--- src/sv/lifo_stack_with_replace_top_defines.svh ---
// ---------------------------------------------------------------------------
// LIFO stack assertion macros
// Concurrent assertion helpers for the LIFO stack; empty in synthesis.
// ---------------------------------------------------------------------------
`ifndef LIFO_STACK_WITH_REPLACE_TOP_DEFINES_SVH
`define LIFO_STACK_WITH_REPLACE_TOP_DEFINES_SVH

`ifndef SYNTHESIS
`define LSR_ASSERT_SAME(label, clk, rst, ante, cons) \
   label: assert property (@(posedge clk) disable iff (rst) (ante) |-> (cons)) \
      else $error("LIFO stack assertion failed");
`define LSR_ASSERT_NEXT(label, clk, rst, ante, cons) \
   label: assert property (@(posedge clk) disable iff (rst) (ante) |=> (cons)) \
      else $error("LIFO stack assertion failed");
`else
`define LSR_ASSERT_SAME(label, clk, rst, ante, cons)
`define LSR_ASSERT_NEXT(label, clk, rst, ante, cons)
`endif

`endif

--- src/sv/lsr_pkg.sv ---
// ---------------------------------------------------------------------------
// LIFO stack package
// Sizes, command codes and status codes shared by the stack and its channels.
// ---------------------------------------------------------------------------
package lsr_pkg;

   localparam int DEPTH      = 16;
   localparam int ITEM_WIDTH = 32;
   localparam int ADDR_W     = $clog2(DEPTH);
   localparam int CNT_W      = $clog2(DEPTH + 1);

   typedef enum logic [1:0] {
      CMD_PUSH    = 2'd0,
      CMD_POP     = 2'd1,
      CMD_TOP     = 2'd2,
      CMD_REPLACE = 2'd3
   } cmd_type;

   typedef enum logic [1:0] {
      ST_OK    = 2'd0,
      ST_FULL  = 2'd1,
      ST_EMPTY = 2'd2
   } status_type;

   typedef logic [ITEM_WIDTH-1:0] item_type;
   typedef logic [CNT_W-1:0]      count_type;
   typedef logic [ADDR_W-1:0]     addr_type;

endpackage

--- src/sv/lsr_if.sv ---
// ---------------------------------------------------------------------------
// LIFO stack channels
// Valid/ready channels for command beats and result beats.
// ---------------------------------------------------------------------------
interface lsr_req_if;
   logic                 valid;
   logic                 ready;
   lsr_pkg::cmd_type     cmd;
   lsr_pkg::item_type    value;
   lsr_pkg::item_type    new_value;

   modport source (output valid, cmd, value, new_value, input ready);
   modport sink   (input valid, cmd, value, new_value, output ready);
endinterface

interface lsr_rsp_if;
   logic                 valid;
   logic                 ready;
   lsr_pkg::status_type  status;
   lsr_pkg::item_type    top_value;
   lsr_pkg::count_type   fill_count;
   logic                 is_empty;

   modport source (output valid, status, top_value, fill_count, is_empty, input ready);
   modport sink   (input valid, status, top_value, fill_count, is_empty, output ready);
endinterface

--- src/sv/lifo_stack_with_replace_top.sv ---
// Push, read top, errors, replace when empty and a pop to empty give their result in the cycle
// after acceptance; the next command is taken in that cycle if the result is accepted, so one
// per cycle unless the result stalls. A pop leaving entries reads the new top into rdata_ff and
// S_POP registers it. A replace reads, compares and writes back one stored entry per cycle.
// Reset clears the fill count and control state; the memory is not cleared.
// ---------------------------------------------------------------------------
// LIFO stack with replace
// Bounded stack held in a synchronous memory, with a registered top entry and
// an entry-by-entry read-modify-write sweep for the replace command.
// ---------------------------------------------------------------------------
`include "lifo_stack_with_replace_top_defines.svh"

module lifo_stack_with_replace_top (
   input  logic      clock,
   input  logic      reset,
   lsr_req_if.sink   req_chan,
   lsr_rsp_if.source rsp_chan
);
   import lsr_pkg::*;

   typedef enum logic [1:0] {
      S_IDLE,
      S_POP,
      S_SWEEP
   } state_type;

   state_type  state_ff, state_in;
   count_type  count_ff, count_in;
   item_type   top_ff, top_in;
   item_type   old_ff, old_in;
   item_type   new_ff, new_in;
   addr_type   widx_ff, widx_in;
   item_type   rdata_ff;
   logic       rsp_valid_ff, rsp_valid_in;
   status_type rsp_status_ff, rsp_status_in;
   item_type   rsp_top_ff, rsp_top_in;
   count_type  rsp_fill_ff, rsp_fill_in;
   logic       rsp_empty_ff, rsp_empty_in;

   item_type   mem [DEPTH];
   logic       wr_en;
   addr_type   wr_addr;
   item_type   wr_data;
   addr_type   rd_addr;

   logic       accept;
   logic       done;
   status_type done_status;
   count_type  done_count;
   item_type   done_top;
   count_type  count_m1;
   count_type  count_m2;

   assign req_chan.ready = (state_ff == S_IDLE) && (!rsp_valid_ff || rsp_chan.ready);
   assign accept         = req_chan.valid && req_chan.ready;
   assign count_m1       = count_ff - count_type'(1);
   assign count_m2       = count_ff - count_type'(2);

   always_comb begin
      state_in    = state_ff;
      count_in    = count_ff;
      top_in      = top_ff;
      old_in      = old_ff;
      new_in      = new_ff;
      widx_in     = widx_ff;
      wr_en       = 1'b0;
      wr_addr     = count_ff[ADDR_W-1:0];
      wr_data     = req_chan.value;
      rd_addr     = '0;
      done        = 1'b0;
      done_status = ST_OK;
      done_count  = count_ff;
      done_top    = top_ff;

      case (state_ff)
         S_IDLE: begin
            if (accept) begin
               case (req_chan.cmd)
                  CMD_PUSH: begin
                     done = 1'b1;
                     if (count_ff == count_type'(DEPTH)) begin
                        done_status = ST_FULL;
                     end else begin
                        wr_en      = 1'b1;
                        count_in   = count_ff + count_type'(1);
                        top_in     = req_chan.value;
                        done_count = count_ff + count_type'(1);
                        done_top   = req_chan.value;
                     end
                  end
                  CMD_POP: begin
                     if (count_ff == '0) begin
                        done        = 1'b1;
                        done_status = ST_EMPTY;
                     end else if (count_ff == count_type'(1)) begin
                        done       = 1'b1;
                        count_in   = '0;
                        top_in     = '0;
                        done_count = '0;
                     end else begin
                        rd_addr  = count_m2[ADDR_W-1:0];
                        count_in = count_m1;
                        state_in = S_POP;
                     end
                  end
                  CMD_TOP: begin
                     done = 1'b1;
                     if (count_ff == '0) begin
                        done_status = ST_EMPTY;
                     end
                  end
                  default: begin
                     if (count_ff == '0) begin
                        done = 1'b1;
                     end else begin
                        old_in   = req_chan.value;
                        new_in   = req_chan.new_value;
                        widx_in  = '0;
                        rd_addr  = '0;
                        state_in = S_SWEEP;
                        if (top_ff == req_chan.value) begin
                           top_in = req_chan.new_value;
                        end
                     end
                  end
               endcase
            end
         end
         S_POP: begin
            top_in   = rdata_ff;
            done     = 1'b1;
            done_top = rdata_ff;
            state_in = S_IDLE;
         end
         S_SWEEP: begin
            if (rdata_ff == old_ff) begin
               wr_en   = 1'b1;
               wr_addr = widx_ff;
               wr_data = new_ff;
            end
            rd_addr = widx_ff + addr_type'(1);
            widx_in = widx_ff + addr_type'(1);
            if (count_type'(widx_ff) == count_m1) begin
               done     = 1'b1;
               state_in = S_IDLE;
            end
         end
         default: begin
            state_in = S_IDLE;
         end
      endcase

      rsp_valid_in  = rsp_valid_ff && !rsp_chan.ready;
      rsp_status_in = rsp_status_ff;
      rsp_top_in    = rsp_top_ff;
      rsp_fill_in   = rsp_fill_ff;
      rsp_empty_in  = rsp_empty_ff;
      if (done) begin
         rsp_valid_in  = 1'b1;
         rsp_status_in = done_status;
         rsp_fill_in   = done_count;
         rsp_empty_in  = (done_count == '0);
         rsp_top_in    = (done_count == '0) ? '0 : done_top;
      end
   end

   always_ff @(posedge clock) begin
      if (wr_en) begin
         mem[wr_addr] <= wr_data;
      end
      rdata_ff <= mem[rd_addr];
   end

   always_ff @(posedge clock) begin
      if (reset) begin
         state_ff     <= S_IDLE;
         count_ff     <= '0;
         top_ff       <= '0;
         rsp_valid_ff <= 1'b0;
      end else begin
         state_ff     <= state_in;
         count_ff     <= count_in;
         top_ff       <= top_in;
         rsp_valid_ff <= rsp_valid_in;
      end
      old_ff        <= old_in;
      new_ff        <= new_in;
      widx_ff       <= widx_in;
      rsp_status_ff <= rsp_status_in;
      rsp_top_ff    <= rsp_top_in;
      rsp_fill_ff   <= rsp_fill_in;
      rsp_empty_ff  <= rsp_empty_in;
   end

   assign rsp_chan.valid      = rsp_valid_ff;
   assign rsp_chan.status     = rsp_status_ff;
   assign rsp_chan.top_value  = rsp_top_ff;
   assign rsp_chan.fill_count = rsp_fill_ff;
   assign rsp_chan.is_empty   = rsp_empty_ff;

   `LSR_ASSERT_NEXT(a_push_full, clock, reset, accept && req_chan.cmd == CMD_PUSH && count_ff == count_type'(DEPTH), rsp_valid_ff && rsp_status_ff == ST_FULL && count_ff == count_type'(DEPTH))
   `LSR_ASSERT_NEXT(a_pop_empty, clock, reset, accept && req_chan.cmd == CMD_POP && count_ff == '0, rsp_valid_ff && rsp_status_ff == ST_EMPTY && rsp_empty_ff)
   `LSR_ASSERT_SAME(a_sweep_range, clock, reset, state_ff == S_SWEEP, count_type'(widx_ff) < count_ff)
   `LSR_ASSERT_SAME(a_empty_top, clock, reset, rsp_valid_ff && rsp_empty_ff, rsp_top_ff == '0 && rsp_fill_ff == '0)

endmodule

--- src/flat_wrapper.sv ---
// flat-port wrapper written by rule: the top's interface ports become plain ports
module lifo_stack_with_replace_top_flat import lsr_pkg::*;
  (clock, reset, req_chan_valid, req_chan_cmd, req_chan_value, req_chan_new_value, req_chan_ready, rsp_chan_valid, rsp_chan_status, rsp_chan_top_value, rsp_chan_fill_count, rsp_chan_is_empty, rsp_chan_ready);
  lsr_req_if req_chan_i ();
  lsr_rsp_if rsp_chan_i ();
  input  logic clock;
  input  logic reset;
  input wire logic [$bits(req_chan_i.valid)-1:0] req_chan_valid;
  input wire logic [$bits(req_chan_i.cmd)-1:0] req_chan_cmd;
  input wire logic [$bits(req_chan_i.value)-1:0] req_chan_value;
  input wire logic [$bits(req_chan_i.new_value)-1:0] req_chan_new_value;
  output wire logic [$bits(req_chan_i.ready)-1:0] req_chan_ready;
  output wire logic [$bits(rsp_chan_i.valid)-1:0] rsp_chan_valid;
  output wire logic [$bits(rsp_chan_i.status)-1:0] rsp_chan_status;
  output wire logic [$bits(rsp_chan_i.top_value)-1:0] rsp_chan_top_value;
  output wire logic [$bits(rsp_chan_i.fill_count)-1:0] rsp_chan_fill_count;
  output wire logic [$bits(rsp_chan_i.is_empty)-1:0] rsp_chan_is_empty;
  input wire logic [$bits(rsp_chan_i.ready)-1:0] rsp_chan_ready;
  assign req_chan_i.valid = req_chan_valid;
  assign req_chan_i.cmd = req_chan_cmd;
  assign req_chan_i.value = req_chan_value;
  assign req_chan_i.new_value = req_chan_new_value;
  assign req_chan_ready = req_chan_i.ready;
  assign rsp_chan_valid = rsp_chan_i.valid;
  assign rsp_chan_status = rsp_chan_i.status;
  assign rsp_chan_top_value = rsp_chan_i.top_value;
  assign rsp_chan_fill_count = rsp_chan_i.fill_count;
  assign rsp_chan_is_empty = rsp_chan_i.is_empty;
  assign rsp_chan_i.ready = rsp_chan_ready;
  lifo_stack_with_replace_top u_core (.clock(clock), .reset(reset), .req_chan(req_chan_i), .rsp_chan(rsp_chan_i));
endmodule
--- config.mk ---
export PLATFORM = sky130hd
export DESIGN_NAME = lifo_stack_with_replace_top_flat
export DESIGN_NICKNAME = d
export VERILOG_FILES = /design/src/sv/lsr_pkg.sv /design/src/sv/lsr_if.sv /design/src/sv/lifo_stack_with_replace_top.sv /design/src/flat_wrapper.sv
export VERILOG_INCLUDE_DIRS = /design/src /design/src/sv
export SDC_FILE = /design/constraint.sdc
export NUM_CORES = 1
export LEC_CHECK = 0
export ABC_CLOCK_PERIOD_IN_PS = 6820
export BUFFER_PORTS_ARGS = -buffer_cell sky130_fd_sc_hd__buf_4
export CAP_MARGIN = 20
export CORE_MARGIN = 1
export CORE_UTILIZATION = 51
export DETAILED_ROUTE_END_ITERATION = 6
export PLACE_DENSITY_LB_ADDON = 0.15
export SYNTH_ARGS = -nofsm -noshare
export SYNTH_HDL_FRONTEND = slang
export SYNTH_SLANG_ARGS = --single-unit
export TNS_END_PERCENT = 10
--- constraint.sdc ---
create_clock -name clock -period 6.82 [get_ports clock]
set_input_delay 0.341 -clock clock [delete_from_list [all_inputs] [get_ports clock]]
set_output_delay 0.341 -clock clock [all_outputs]
set_load 0.03 [all_outputs]
# Word-level counts from Yosys, hierarchy flattened
# Memories as Yosys holds them, arrays and structs flattened. A register that Yosys moved wholly into a read port is not among the register bits.
# Cells that the tools add are included.
dict set report word_totals {
  regBits 148
  ramBits 512
  input_bits 70
  out_inout_bits 42
  word_cells 119
  n_memories 1
}
dict set report classes {
  n_addsub 4
  eq_ne 21
  muxes 58
  bitwise 2
  reduce_logical 22
}
# name words width rd rd_ports_with_merged_regs write_ports line_no
set mem_list {}
lappend mem_list {u_core.mem 16 32 1 1 1 lifo_stack_with_replace_top.sv:40} ;# item_type mem [DEPTH];
# operator n
set op_table {}
lappend op_table {{32-bit 2-to-1 mux} 10}
lappend op_table {{32-bit one-hot mux with 2 select lines} 2}
lappend op_table {{32-bit one-hot mux with 3 select lines} 1}
lappend op_table {{32-bit == test} 2}
lappend op_table {{4-bit 2-to-1 mux} 9}
lappend op_table {{5-bit 2-to-1 mux} 7}
lappend op_table {{5-bit one-hot mux with 2 select lines} 2}
lappend op_table {{4-bit one-hot mux with 2 select lines} 2}
lappend op_table {{1-bit 2-to-1 mux} 13}
lappend op_table {{2-bit 2-to-1 mux} 6}
lappend op_table {{3-bit != test (second input constant)} 4}
lappend op_table {{2-bit one-hot mux with 2 select lines} 3}
lappend op_table {{4-bit AND reduction} 3}
lappend op_table {{5-bit logical NOT} 2}
lappend op_table {{2-bit != test (second input constant)} 5}
lappend op_table {{7-bit AND reduction} 1}
lappend op_table {{2-bit nonzero test} 3}
lappend op_table {{5-bit by 1-bit adder with 5-bit output (second input constant)} 1}
lappend op_table {{4-bit by 5-bit == test with 1-bit output} 1}
lappend op_table {{5-bit by 1-bit == test with 1-bit output (second input constant)} 1}
lappend op_table {{5-bit == test (second input constant)} 1}
lappend op_table {{5-bit AND reduction} 1}
lappend op_table {{5-bit by 1-bit subtractor with 5-bit output (second input constant)} 1}
lappend op_table {{4-bit by 1-bit adder with 4-bit output (second input constant)} 1}
lappend op_table {{other kinds (15)} 25}

# Longest topological paths before layout
dict set report depth {
  depth_word 8
  mapped_depth 15
  ltp_nobuf 8
}

# Worst setup path after synthesis
# Ideal clock, no wire load.
dict set report synth_timing {
  path_kind {flip-flop to flip-flop}
  start {reg u_core.old_ff[15]}
  end {mem u_core.mem[12][0] (netlist name), enable pin}
  setup_time_ps 466
  t_arrival_ps 4298
  required_time_ps 6354
  slack_ps 2056
  stages_incl_launch_ff 7
  n_path_buf 0
  period_less_slack_ps 4764
  cell_sequence {edfxtp_1 > xnor2_1 > nand2_1 > or4_1 > nor3_2 > or3b_2 > o21ai_0}
}
dict set report synth_between {
  elab_chain_len 5
  elab_cells_between_ends 7
  classes_between {eq/ne (1); mux (6)}
}
# element line_no
set synth_lines {}
lappend synth_lines {{start, declared} lifo_stack_with_replace_top.sv:30} ;# item_type old_ff, old_in;
lappend synth_lines {{start signal, assigned} lifo_stack_with_replace_top.sv:186} ;# old_ff <= old_in;
lappend synth_lines {{32-bit == test (*)} lifo_stack_with_replace_top.sv:136} ;# if (rdata_ff == old_ff) begin
lappend synth_lines {{1-bit 2-to-1 mux} lifo_stack_with_replace_top.sv:136}
lappend synth_lines {{1-bit one-hot mux with 2 select lines} lifo_stack_with_replace_top.sv:75} ;# case (state_ff)
lappend synth_lines {{1-bit 2-to-1 mux} lifo_stack_with_replace_top.sv:168} ;# if (wr_en) begin
lappend synth_lines {{1-bit 2-to-1 mux (not written as such)} lifo_stack_with_replace_top.sv:169} ;# mem[wr_addr] <= wr_data;
lappend synth_lines {{end, declared} lifo_stack_with_replace_top.sv:40}
# Every way passes the cells marked *; elsewhere a longest branch is shown, timed or not.

# Final worst setup path
dict set report layout_timing {
  start {reg u_core.state_ff[1]}
  end {mem u_core.mem[0][2] (netlist name), enable pin}
}
dict set report layout_between {
  elab_chain_len 7
  elab_cells_between_ends 9
  classes_between {eq/ne (1); mux (5); reduce/logical (3)}
}
# element line_no
set layout_lines {}
lappend layout_lines {{start, declared} lifo_stack_with_replace_top.sv:27} ;# state_type state_ff, state_in;
lappend layout_lines {{start signal, assigned} lifo_stack_with_replace_top.sv:181} ;# state_ff <= state_in;
lappend layout_lines {{2-bit logical NOT} {lifo_stack_with_replace_top.sv:54, lifo_stack_with_replace_top.sv:75}}
lappend layout_lines {{1-bit logical AND} lifo_stack_with_replace_top.sv:54} ;# assign req_chan.ready = (state_ff == S_IDLE) && (!rsp_valid_ff || rsp_chan.ready);
lappend layout_lines {{1-bit logical AND} lifo_stack_with_replace_top.sv:55} ;# assign accept = req_chan.valid && req_chan.ready;
lappend layout_lines {{1-bit 2-to-1 mux} lifo_stack_with_replace_top.sv:77} ;# if (accept) begin
lappend layout_lines {{1-bit one-hot mux with 2 select lines} lifo_stack_with_replace_top.sv:75}
lappend layout_lines {{1-bit 2-to-1 mux} lifo_stack_with_replace_top.sv:168}
lappend layout_lines {{1-bit 2-to-1 mux (not written as such)} lifo_stack_with_replace_top.sv:169}
# Parallel ways exist; a longest one is shown, timed or not.

==> flow_summary_export.csv <==
group,metric,value,unit
drt,top_layer_used,"met4",
timing,setup_tns,0,ns
cts,cts_buffer_depth,3,
logic_synthesis,synthCells,2060,
final_layout,final_common_cell,"edfxtp_1",
pwr,pwr-share-comb,0.107,
floorplan,start_util,0.5170,
logic_synthesis,syn-cell-area,30570,um^2
floorplan,num_rows,89,
cts,cts_tree,"built",
logic_synthesis,postSynthNetCount,2142,
placement,place_area,32420,um^2
final_layout,final_area,35460,um^2
outcome,violations,"DRC",
logic_synthesis,synth_edf_count,620,
global_routing,grt_start_max_net_pins,129,
floorplan,core_area,59130,um^2
min_path,holdPathStages,3,
global_routing,grt_pass1_vias,19088,
worst_setup_path,crit_required,7.07,ns
worst_setup_path,path_max_fanout,36,
pwr,p_seq_frac,0.493,
timing,drv_slew,0,
floorplan,ios,112,
worst_setup_path,cp.arrival,4.77,ns
timing,holdWs,0.2181,ns
drt,wl_per_cell,28.45,um
drt,route.met2.wl,39460,um
drt,drt-pass1-iter-count,7,
timing,fin_ws,2.305,ns
placement,dp_cells,2840,
timing,period_share,0.6620,
global_routing,grt_usage,0.2842,
min_path,hold_class,"in -> reg",
placement,routabilityCongestion,0.8737,
worst_setup_path,cp-end-kind,"flop",
cts,clock_latency,0.62,ns
logic_synthesis,ys_ff_latch,692,
pwr,swShare,0.2468,
worst_setup_path,start_kind,"flop",
pwr,ir_worst_vdd,0.1794,mV
drt,wl_met1,37320,um
logic_synthesis,yosysWarnings,0,
min_path,whs_endpoint,"u_core.rsp_chan.status[1]",
final_layout,n_fill_cell,4389,
timing,rsz0062_at_grt,"no",
placement,dp_hpwl,52100,um
timing,setup_violations,0,
worst_setup_path,r2r_end,"u_core.mem[0][2]",
logic_synthesis,ys_seq_area_frac,0.6561,
final_layout,drive_above_1_share,0.2793,
logic_synthesis,synth_async_sr_flop_share,0,
pwr,p_int,7.412,mW
final_layout,final_core_util,0.5997,
timing,finClkSkew,0.03047,ns
timing,slew_headroom,0.2600,
logic_synthesis,synth.avg_cell_area,14.84,um^2
worst_setup_path,reg2reg_depth,7,
logic_synthesis,ys_types,66,
global_routing,grt_overflow,0,
global_routing,antenna_found_initial,0,
drt,drt_iter0_markers,1843,
cts,cts_buffers,73,
drt,routed_wl,86470,um
flow_run,maxCapViolations,0,
cts,cts_sinks,692,
pwr,clkPwrFrac,0.400,
placement,numPortBuffers,111,
global_routing,grt_pass1_wl,126200,um
worst_setup_path,rrSetupSlack,2.31,ns
final_layout,nNetsFinal,2290,
final_layout,num_antenna_cells,0,
cts,cts.htree.levels,3,
cts,cts.reportedPaths.clkPinSlew,0.06,ns
drt,vias,19624,
pwr,power.switching,2.429,mW
drt,drc_errors,32,
min_path,min_from,"req_chan_cmd[1]",
placement,dpl_worst_slack,2.068,ns
pwr,p_per_area,277.5,nW/um^2
drt,wl_met3,6605,um
timing,hold_viol_final,0,
final_layout,stdcell_count,3039,
worst_setup_path,r2r-start,"u_core.state_ff[1]",
cts,postCtsHoldBufs,64,
timing,timing_worst_slew_pin_value,1.102,ns
final_layout,areaGrowthSynthToFinish,15.99,%
cts,cts_setup_buffers,0,
timing,period_needed,4.515,ns
worst_setup_path,crit_type,"reg -> reg",
cts,root_buffer,"clkbuf_16",
pwr,total_power,9.841,mW
cts,cts_resized,0,
timing,fmax,221.5,MHz
floorplan,die_w,246.8,um
pwr,p_leak,11.72,nW
drt,routed_via_density,6.457,
drt,antenna_left,0,
logic_synthesis,yosys_most_used_dff,"edfxtp_1",
floorplan,dieArea,60930,um^2
floorplan,dieHeight,246.8,um
outcome,status,"complete, but fails checks",
final_layout,mostFrequentLayoutCells,"620 x edfxtp_1, 288 x mux2_2, 161 x buf_4, 89 x inv_1, 86 x o211ai_1",
kinds of logic (layout without fill, tap and decap cells):
logic type,after synthesis,in the layout,share of synthesized area
DFF,692,692,0.6561
AOI/OAI and AO/OA,504,504,0.1297
muxes,330,330,0.1198
buffers and inverters,247,453,0.03397
and+or+nand+nor,203,203,0.03491
xor gates and xnor gates,72,72,0.02063
adders and majority gates,12,12,0.004911
layout make-up:
type	instances	area [um^2]	area share
Clock buffer	105	2059	0.05808
Clock inverter	28	305.3	0.008609
Inverter	90	337.8	0.009527
Multi-Input combinational cell	1121	9787	0.2760
Sequential cell	692	20060	0.5657
Tap cell	773	967.2	0.02727
Timing Repair Buffer	230	1944	0.05483
synthesized netlist by cell type, drive strengths merged (5+ instances only):
master   instances  area (um^2)
nand4           17        106.4
a2bb2oi         31        271.5
o21ai           39        198.9
clkbuf          99        372.9
a221oi          73        820.8
nand2           24        90.09
o21a            34        255.2
a211oi           5        50.05
a2111oi         31        271.5
inv             89        334.1
nand3           11        55.05
o311ai          43        376.6
o221ai          22        192.7
xnor2           11        96.34
or3              6        37.54
edfxtp         620        18620
buf             58        327.8
o31ai            5        37.54
o211ai          86        645.6
ha              12        150.1
mux2           288         3243
nand2b           5        31.28
xor2            61        534.3
mux2i           42        420.4
a21oi           89        445.4
a32oi           23        201.4
nor4            20        131.4
dfxtp           72         1441
nor2            57        216.5
nor3            39        205.2
metal layers:
metal | up-vias | GRT usage
met5 | - | 0
met3 | 159 | 0.04233
li1 | 8535 | -
met2 | 893 | 0.4370
met4 | 0 | 0.1178
met1 | 10037 | 0.4042
power by group through the flow:
stage	clock network (mW)	logic, mW	registers, mW
global route	4.15	1.11	4.85
CTS	3.99	1.04	4.84
global placement	0	0.986	4.93
floorplan	0	0.595	4.92
finish	3.94	1.05	4.85
detailed placement	0	1.01	4.93
worst max-delay path: stages (launching register included):
cell     delay, ns
dfxtp_1       0.37
buf_4         0.32
nor2_1        0.59
nand4_1       0.61
nor4_1        0.79
a21oi_1       0.35
a21oi_4       0.62
buf_4         0.49
sequential cells by signal, indices dropped and copies added (netlist names), 2 cells and up:
name / flops
u_core.rsp_chan.top_value: 32
u_core.rsp_chan.fill_count: 5
u_core.mem: 512
u_core.rdata_ff: 32
u_core.rsp_chan.status: 2
u_core.widx_ff: 4
u_core.state_ff: 2
u_core.old_ff: 32
u_core.top_ff: 32
u_core.count_ff: 5
u_core.new_ff: 32
worst max-delay path by stage:
| stage | start | end | slack, ns |
|---|---|---|---|
| floorplan | u_core.old_ff[15] | u_core.mem[12][0] | 2.06 |
| global placement | u_core.state_ff[1] | u_core.mem[1][16] | 2.02 |
| detailed placement | u_core.count_ff[0] | u_core.rdata_ff[24] | 2.07 |
| CTS | u_core.count_ff[0] | u_core.rdata_ff[17] | 2.03 |
| global route | u_core.state_ff[1] | u_core.mem[0][22] | 2.05 |
| finish | u_core.state_ff[1] | u_core.mem[0][2] | 2.31 |
Note: power is estimated with default switching activity, not from simulation.
